**src/rtl/cbe_pkg.sv**
```systemverilog
// Shared types, constants and fixed-point helpers for the cubic Bezier easing evaluator.
`timescale 1ns / 1ps
`default_nettype none
package cbe_pkg;

   localparam int FRAC  = 16;
   localparam int UX_W  = 17;
   localparam int SY_W  = 18;
   localparam int W     = 24;
   localparam int MW    = W + UX_W + 1;
   localparam int QW    = 18;
   localparam int IDX_W = 2;

   localparam logic [UX_W-1:0]        ONE_U   = UX_W'(1) << FRAC;
   localparam logic signed [W-1:0]    ONE_S   = W'(1) << FRAC;
   localparam logic signed [W-1:0]    Y_MAX   = (W'(2) << FRAC) - W'(1);
   localparam logic signed [W-1:0]    Y_MIN   = -(W'(2) << FRAC);

   typedef enum logic [IDX_W-1:0] {
      REG_X1 = 2'd0,
      REG_Y1 = 2'd1,
      REG_X2 = 2'd2,
      REG_Y2 = 2'd3
   } reg_idx_type;

   typedef struct packed {
      logic signed [W-1:0] ca;
      logic signed [W-1:0] cb;
      logic signed [W-1:0] cc;
      logic signed [W-1:0] ca3;
      logic signed [W-1:0] cb2;
      logic signed [W-1:0] ce;
      logic signed [W-1:0] cf;
      logic signed [W-1:0] cg;
   } coef_type;

   typedef struct packed {
      logic [UX_W-1:0] x;
      logic [UX_W-1:0] t;
      logic            flat;
   } item_type;

   typedef struct packed {
      logic [SY_W-1:0] y;
      logic            flat;
   } result_type;

   function automatic logic signed [MW-1:0] mul_t(logic signed [W-1:0] a, logic [UX_W-1:0] t);
      logic signed [UX_W:0] ts;
      ts = $signed({1'b0, t});
      mul_t = a * ts;
   endfunction

   // floor division by 2^FRAC
   function automatic logic signed [W-1:0] fx_trunc(logic signed [MW-1:0] p);
      fx_trunc = $signed(p[FRAC +: W]);
   endfunction

endpackage
`default_nettype wire

```
**src/rtl/cbe_y_eval.sv**
```systemverilog
// Pipelined Horner evaluation of Y(t) with output saturation.
`timescale 1ns / 1ps
`default_nettype none
module cbe_y_eval
   import cbe_pkg::*;
(
   input  wire logic     clock,
   input  wire logic     reset,
   input  wire logic     en,
   input  wire coef_type coef,
   input  wire logic     in_valid,
   input  wire item_type in_item,
   output logic          out_valid,
   output result_type    out_res
);

   localparam int NS = 6;

   typedef struct packed {
      logic [UX_W-1:0]       t;
      logic                  flat;
      logic signed [MW-1:0]  p;
   } ym_type;

   typedef struct packed {
      logic [UX_W-1:0]       t;
      logic                  flat;
      logic signed [W-1:0]   a;
   } ya_type;

   logic [NS-1:0] v_ff, v_in;
   ym_type     m1_ff, m1_in, m3_ff, m3_in, m5_ff, m5_in;
   ya_type     a2_ff, a2_in, a4_ff, a4_in;
   result_type o_ff, o_in;

   assign v_in = {v_ff[NS-2:0], in_valid};

   always_ff @(posedge clock) begin
      if (reset) begin
         v_ff <= '0;
      end else if (en) begin
         v_ff <= v_in;
      end
   end

   always_comb begin
      logic signed [W-1:0] yv;
      m1_in.t    = in_item.t;
      m1_in.flat = in_item.flat;
      m1_in.p    = mul_t(coef.ce, in_item.t);

      a2_in.t    = m1_ff.t;
      a2_in.flat = m1_ff.flat;
      a2_in.a    = fx_trunc(m1_ff.p) + coef.cf;

      m3_in.t    = a2_ff.t;
      m3_in.flat = a2_ff.flat;
      m3_in.p    = mul_t(a2_ff.a, a2_ff.t);

      a4_in.t    = m3_ff.t;
      a4_in.flat = m3_ff.flat;
      a4_in.a    = fx_trunc(m3_ff.p) + coef.cg;

      m5_in.t    = a4_ff.t;
      m5_in.flat = a4_ff.flat;
      m5_in.p    = mul_t(a4_ff.a, a4_ff.t);

      yv = fx_trunc(m5_ff.p);
      o_in.flat = m5_ff.flat;
      if (yv > Y_MAX) begin
         o_in.y = Y_MAX[SY_W-1:0];
      end else if (yv < Y_MIN) begin
         o_in.y = Y_MIN[SY_W-1:0];
      end else begin
         o_in.y = yv[SY_W-1:0];
      end
   end

   always_ff @(posedge clock) begin
      if (en) begin
         m1_ff <= m1_in;
         a2_ff <= a2_in;
         m3_ff <= m3_in;
         a4_ff <= a4_in;
         m5_ff <= m5_in;
         o_ff  <= o_in;
      end
   end

   assign out_valid = v_ff[NS-1];
   assign out_res   = o_ff;

endmodule
`default_nettype wire

```
**config.mk**
```make
export PLATFORM = sky130hd
export DESIGN_NAME = cbe_y_eval
export DESIGN_NICKNAME = d
export VERILOG_FILES = /design/src/rtl/cbe_pkg.sv /design/src/rtl/cbe_y_eval.sv
export SDC_FILE = /design/constraint.sdc
export NUM_CORES = 2
export LEC_CHECK = 0
export ABC_AREA = 1
export ABC_CLOCK_PERIOD_IN_PS = 17600
export BUFFER_PORTS_ARGS = -buffer_cell sky130_fd_sc_hd__buf_2
export CORE_MARGIN = 1
export CORE_UTILIZATION = 60
export CTS_BUF_LIST = sky130_fd_sc_hd__clkbuf_16
export CTS_CLUSTER_SIZE = 14
export DETAILED_ROUTE_END_ITERATION = 8
export PLACE_DENSITY = 0.82
export SLEW_MARGIN = 20
export SYNTH_ARGS = -nofsm -noshare
export SYNTH_HDL_FRONTEND = slang
export SYNTH_SLANG_ARGS = --single-unit
```
**constraint.sdc**
```tcl
create_clock -name clock -period 17.6 [get_ports clock]
set_input_delay 4.4 -clock clock [delete_from_list [all_inputs] [get_ports clock]]
set_output_delay 4.4 -clock clock [all_outputs]
set_load 0.1 [all_outputs]
```
# Word level (Yosys, flattened, before mapping)

Index checks and enable logic that the tools add are counted.

Flip-flop bits (word level): 266
Input bits: 231
Output and inout port bits: 20
Word-level logic and storage cells: 25

$add $sub $neg: 2
$mul: 3
$lt $le $gt $ge: 2
Mux-type cells: 1

Operators by type and width:

| kind                                                 | count |
|---|---|
| multiplier 24 x 18 -> 40 bit                         | 3 |
| adder 24 bit                                         | 2 |
| > comparator 24 x 18 -> 1 bit, second input constant | 1 |
| < comparator 24 x 18 -> 1 bit, second input constant | 1 |
| 2-to-1 mux 18 bit                                    | 1 |

# Longest topological paths before layout

Depth after elaboration: 2
Mapped depth: 31
Depth with buffers taken out: 29

# Worst setup path before layout

OpenSTA, ideal clock, no wires.

Path kind: input to register
Start point: input port coef[71] in the netlist's numbering
End point: register m1_ff[39] in the netlist's numbering, data pin
Library setup time: 0.252 ns
Data arrival time: 9.532 ns
Data required time: 17.348 ns
Setup slack: 7.816 ns
Cell stages on the path: 22
Path buffers: 2
Path through: clkbuf_1 > clkbuf_1 > nand2_1 > fa_1 > fa_1 > inv_1 > fa_1 > fa_1 > inv_1 > fa_1 > inv_1 > fa_1 > ha_1 > inv_1 > nor3_1 > nand2_1 > nor2_1 > nand3_1 > nand3_1 > inv_1 > nand2_1 > nand2_1

RTL lines:

| item                 | RTL line         | text |
|---|---|---|
| start, declared      | cbe_y_eval.sv:10 | `input wire coef_type coef,` |
| end signal, assigned | cbe_y_eval.sv:81 | `m1_ff <= m1_in;` |
| end, declared        | cbe_y_eval.sv:32 | `ym_type m1_ff, m1_in, m3_ff, m3_in, m5_ff, m5_in;` |

==> out/summary.md <==
The run finished with clean final reports. The master of the slowest instance on the critical path is sky130_fd_sc_hd__fa_1. The count of final max-slew check failures is 0. Subtracting the final worst setup slack from the clock period gives 10.27 ns. The tree is rooted in a sky130_fd_sc_hd__clkbuf_16. The number of placement rows came out at 110. The run gives 39300 sq um as the area occupied by multi-input gates.

The Yosys step of the flow raised 0 warnings. The overall overflow remaining after global route was 0. The critical path goes through buf_2 > nand2_1 > fa_1 > fa_1 > inv_1 > fa_1 > fa_1 > inv_1 > fa_1 > inv_1 > fa_1 > ha_1 > inv_1 > nor3_1 > nand2_1 > nor2_1 > nand3_1 > nand3_1 > inv_1 > nand2_1 > nand2_1. The post-synthesis area per instance is 7.90 sq um, and the fill cell instance count of the final layout is 7440.

The congestion estimate from routability-driven global placement came to 0.972. In this design, the stage delay of the slowest critical-path cell is 0.68 ns. In the synthesized netlist the dominant register cell turns out to be sky130_fd_sc_hd__edfxtp_1. In this run the tool buffered the top-level ports with 113 buffer cells. The detailed router put a total of 52300 microns of wire on met1.

Along the worst path, the maximum fanout reaches 25. In this run, distinct cell masters in the synthesized netlist total 41. For the final routed database, the setup TNS stands at 0 ns. The number of hold buffers added after CTS was 0.

Post-CTS repair changed the size of 0 cells. In this run the remaining antenna-violating nets after routing total 0. The run gives 0.367 ns as the smallest hold slack. The final route contains 43100 vias. For the required arrival time at the worst endpoint, the log shows 17.96 ns.

The initial cell density of the core was 60.9%. In the routed layout, each cell is associated on average with a via count of 5.33. Synthesis handed over a netlist of 6971 instances. Summing every instance area after synthesis gives 55100 sq um. For this run, the number of standard cells in the final layout without fillers is 8082. Pin placement for this block handled 251 I/O pins. Setup violations remaining at the end of the flow were counted as 0. The maximum number of pins on one net before global-route repair was 113; the total number of H-tree levels was 1. Most instantiated library cell after synthesis: sky130_fd_sc_hd__inv_1. The cell type with the largest total area after synthesis is sky130_fd_sc_hd__fa_1. The TritonCTS sink count was 218.

The worst relative slew slack was 17.3%; the sum of buffers and inverters on the critical path was 6. Dividing the detail-routed wire length by the instance count gives 17.0 microns. The number of placed instances, taps included, is 8032. The slew at the pin closest to its max-slew limit works out to 1.24 ns. TritonCTS created 26 clock buffers. Critical path's top delay family: adder cells. In this run, synthesis inferred 212 flip-flops with an integrated enable. The via count of the first global-routing pass is 47200. The critical path is of the primary input to flip-flop type.

The layout cell share with drive strength beyond 1 was 3.17%. By area the synthesized netlist is led by sky130_fd_sc_hd__fa_1 (42%), sky130_fd_sc_hd__inv_1 (15%), sky130_fd_sc_hd__nand2_1 (13%), sky130_fd_sc_hd__edfxtp_1 (12%), sky130_fd_sc_hd__ha_1 (7.4%). TritonCTS built the clock tree. The tools report the max capacitance violation total as 0. Counting instances in the post-synthesis netlist gives the leading cell types as sky130_fd_sc_hd__inv_1 (2226), sky130_fd_sc_hd__nand2_1 (1884), sky130_fd_sc_hd__fa_1 (1163), sky130_fd_sc_hd__ha_1 (328), sky130_fd_sc_hd__nor2_1 (249). The first TritonRoute pass finished after 6 iterations.

For this run, asynchronously set or reset flops after synthesis account for 0%. The tools report the type of element capturing the critical path as a flip-flop. Across the routed clock network, the largest skew measured is 0.0532 ns. The total wire length was 137000 microns; the horizontal die dimension was 305 microns. At the end of the flow the core is filled with cells to 63.4%. For this block, the initial DRC count from the detailed router was 3500. Of the available clock period, the critical path in the final layout requires 58.3%. The length of routed met2 wiring is 66000 microns, and the clock-pin slew of the registers on the worst-case setup and hold paths is 0.06 ns. The routed length on met3 was 13000 microns; the area share of the largest cell type after synthesis was 42.3%. The path class of the tightest hold or removal check is flip-flop to flip-flop. The achievable clock frequency is 97.4 MHz. The highest routed metal layer was met5. Measured along the y axis, the die boundary spans 305 microns.

Number of hold violations in the final report: 0. The most repeated library cell on the critical path is sky130_fd_sc_hd__fa_1. The half-perimeter wire length of the detailed placement result was 112000 microns. The region available for standard cell placement spans 90400 sq um. From synthesis to final layout, the design area changed by 4.02%. The die footprint is 93000 sq um, and the maximum buffer depth of the clock tree is 3. Setup repair after global routing left no endpoint under its margin. After the last flow step, the layout net total stands at 8606.

The tools report the total routing resource utilization after global routing as 31.0%. For this run, the register share of the synthesized area comes to 11.8%. STA puts the critical path data arrival time at 10.62 ns.

The run gives 0 as the number of setup buffers added after CTS. The number of antenna violations at the first check in global routing was 5; the sequential cell area was 6490 sq um. The number of storage elements in the synthesis netlist is 218, and the detailed-route DRC error count is 0. The global-route wire length before repair was 231000 microns. At the later pin of the worst-skew pair, clock insertion delay measures 0.60 ns. The number of nets handed over by synthesis was 8693. The worst setup path is launched from a primary input.
## cells in the final DEF, fill, tap and decap left out, types with 22 or more instances in the layout
cell	synthesis	final
sky130_fd_sc_hd__a21o_1	22	22
sky130_fd_sc_hd__a21oi_1	185	185
sky130_fd_sc_hd__buf_2	3	112
sky130_fd_sc_hd__buf_4	0	23
sky130_fd_sc_hd__clkbuf_16	0	26
sky130_fd_sc_hd__edfxtp_1	212	212
sky130_fd_sc_hd__fa_1	1163	1163
sky130_fd_sc_hd__ha_1	328	328
sky130_fd_sc_hd__inv_1	2226	2229
sky130_fd_sc_hd__nand2_1	1884	1884
sky130_fd_sc_hd__nand3_1	129	129
sky130_fd_sc_hd__nor2_1	249	249
sky130_fd_sc_hd__o21ai_0	80	80
sky130_fd_sc_hd__xor2_1	70	70
## path summary, 6_finish.rpt
| kind | startpoint | to | slack (ns) | depth (start not counted) |
|---|---|---|---|---|
| worst max-delay path | in_item[4] | m1_ff[39] | 7.33 | 21 |
| worst min register to register | a4_in[30] | a4_ff[30] | 0.37 | 0 |
| worst min-delay path | a4_in[30] | a4_ff[30] | 0.37 | 0 |
| worst max register to register | a2_ff[23] | m3_ff[39] | 10.81 | 20 |
## layer usage
metal / vias to the layer above / GRT usage (%)
li1: 19500 / -
met1: 21000 / 39.6
met2: 2203 / 52.8
met3: 453 / 4.85
met4: 4 / 12.7
met5: - / 0
## registers in the layout (all words and copies together) (netlist names)
| signal | flops |
|---|---|
| a2_ff | 42 |
| a2_in | 18 |
| a4_ff | 42 |
| a4_in | 18 |
| m1_ff | 24 |
| m3_ff | 24 |
| m5_ff | 25 |
| out_res | 19 |
| v_ff | 6 |
## stage by stage
stage / setup slack [ns] / area (sq um)
2_1_floorplan: 7.82 / 55100
3_3_place_gp: 6.98 / 56400
3_5_place_dp: 6.85 / 56400
4_1_cts: 7.47 / 57300
5_1_grt: 7.16 / 57300
6_report: 7.33 / 57300
## kinds of logic after synthesis
family	after synthesis	share of synthesized area, %
xor gates and xnor gates	89	1.42
adders and majority gates	1491	49.7
DFF	218	11.8
and+or+nand+nor	2363	16.9
buffers and inverters	2480	16.9
AOI/OAI and AO/OA	330	3.30
## layout make-up
| class | count | share of cell area [%] |
|---|---|---|
| Multi-Input combinational cell | 4273 | 68.6 |
| Inverter | 2229 | 14.6 |
| Sequential cell | 218 | 11.3 |
| Tap cell | 1176 | 2.57 |
| Timing Repair Buffer | 136 | 1.31 |
| Clock buffer | 26 | 1.14 |
| Clock inverter | 21 | 0.478 |
| Antenna cell | 3 | 0.0131 |
## worst reg2reg max path: stages (launching register included)
cell and delay [ns]:
sky130_fd_sc_hd__edfxtp_1 0.75, sky130_fd_sc_hd__nand2_1 0.27, sky130_fd_sc_hd__fa_1 0.72, sky130_fd_sc_hd__fa_1 0.78, sky130_fd_sc_hd__inv_1 0.23, sky130_fd_sc_hd__fa_1 0.44, sky130_fd_sc_hd__fa_1 0.56, sky130_fd_sc_hd__inv_1 0.06
sky130_fd_sc_hd__fa_1 0.56, sky130_fd_sc_hd__inv_1 0.07, sky130_fd_sc_hd__fa_1 0.51, sky130_fd_sc_hd__ha_1 0.46, sky130_fd_sc_hd__inv_2 0.06, sky130_fd_sc_hd__nor3_1 0.29, sky130_fd_sc_hd__nand2_1 0.16, sky130_fd_sc_hd__nor2_2 0.13
sky130_fd_sc_hd__nand2_1 0.07, sky130_fd_sc_hd__nor2_2 0.12, sky130_fd_sc_hd__nor2_1 0.13, sky130_fd_sc_hd__nand3_1 0.10, sky130_fd_sc_hd__nand2_1 0.06
Power is left out: the tool's default activity adds up to more than one toggle a clock period on the data nets, which glitch-free logic cannot reach.
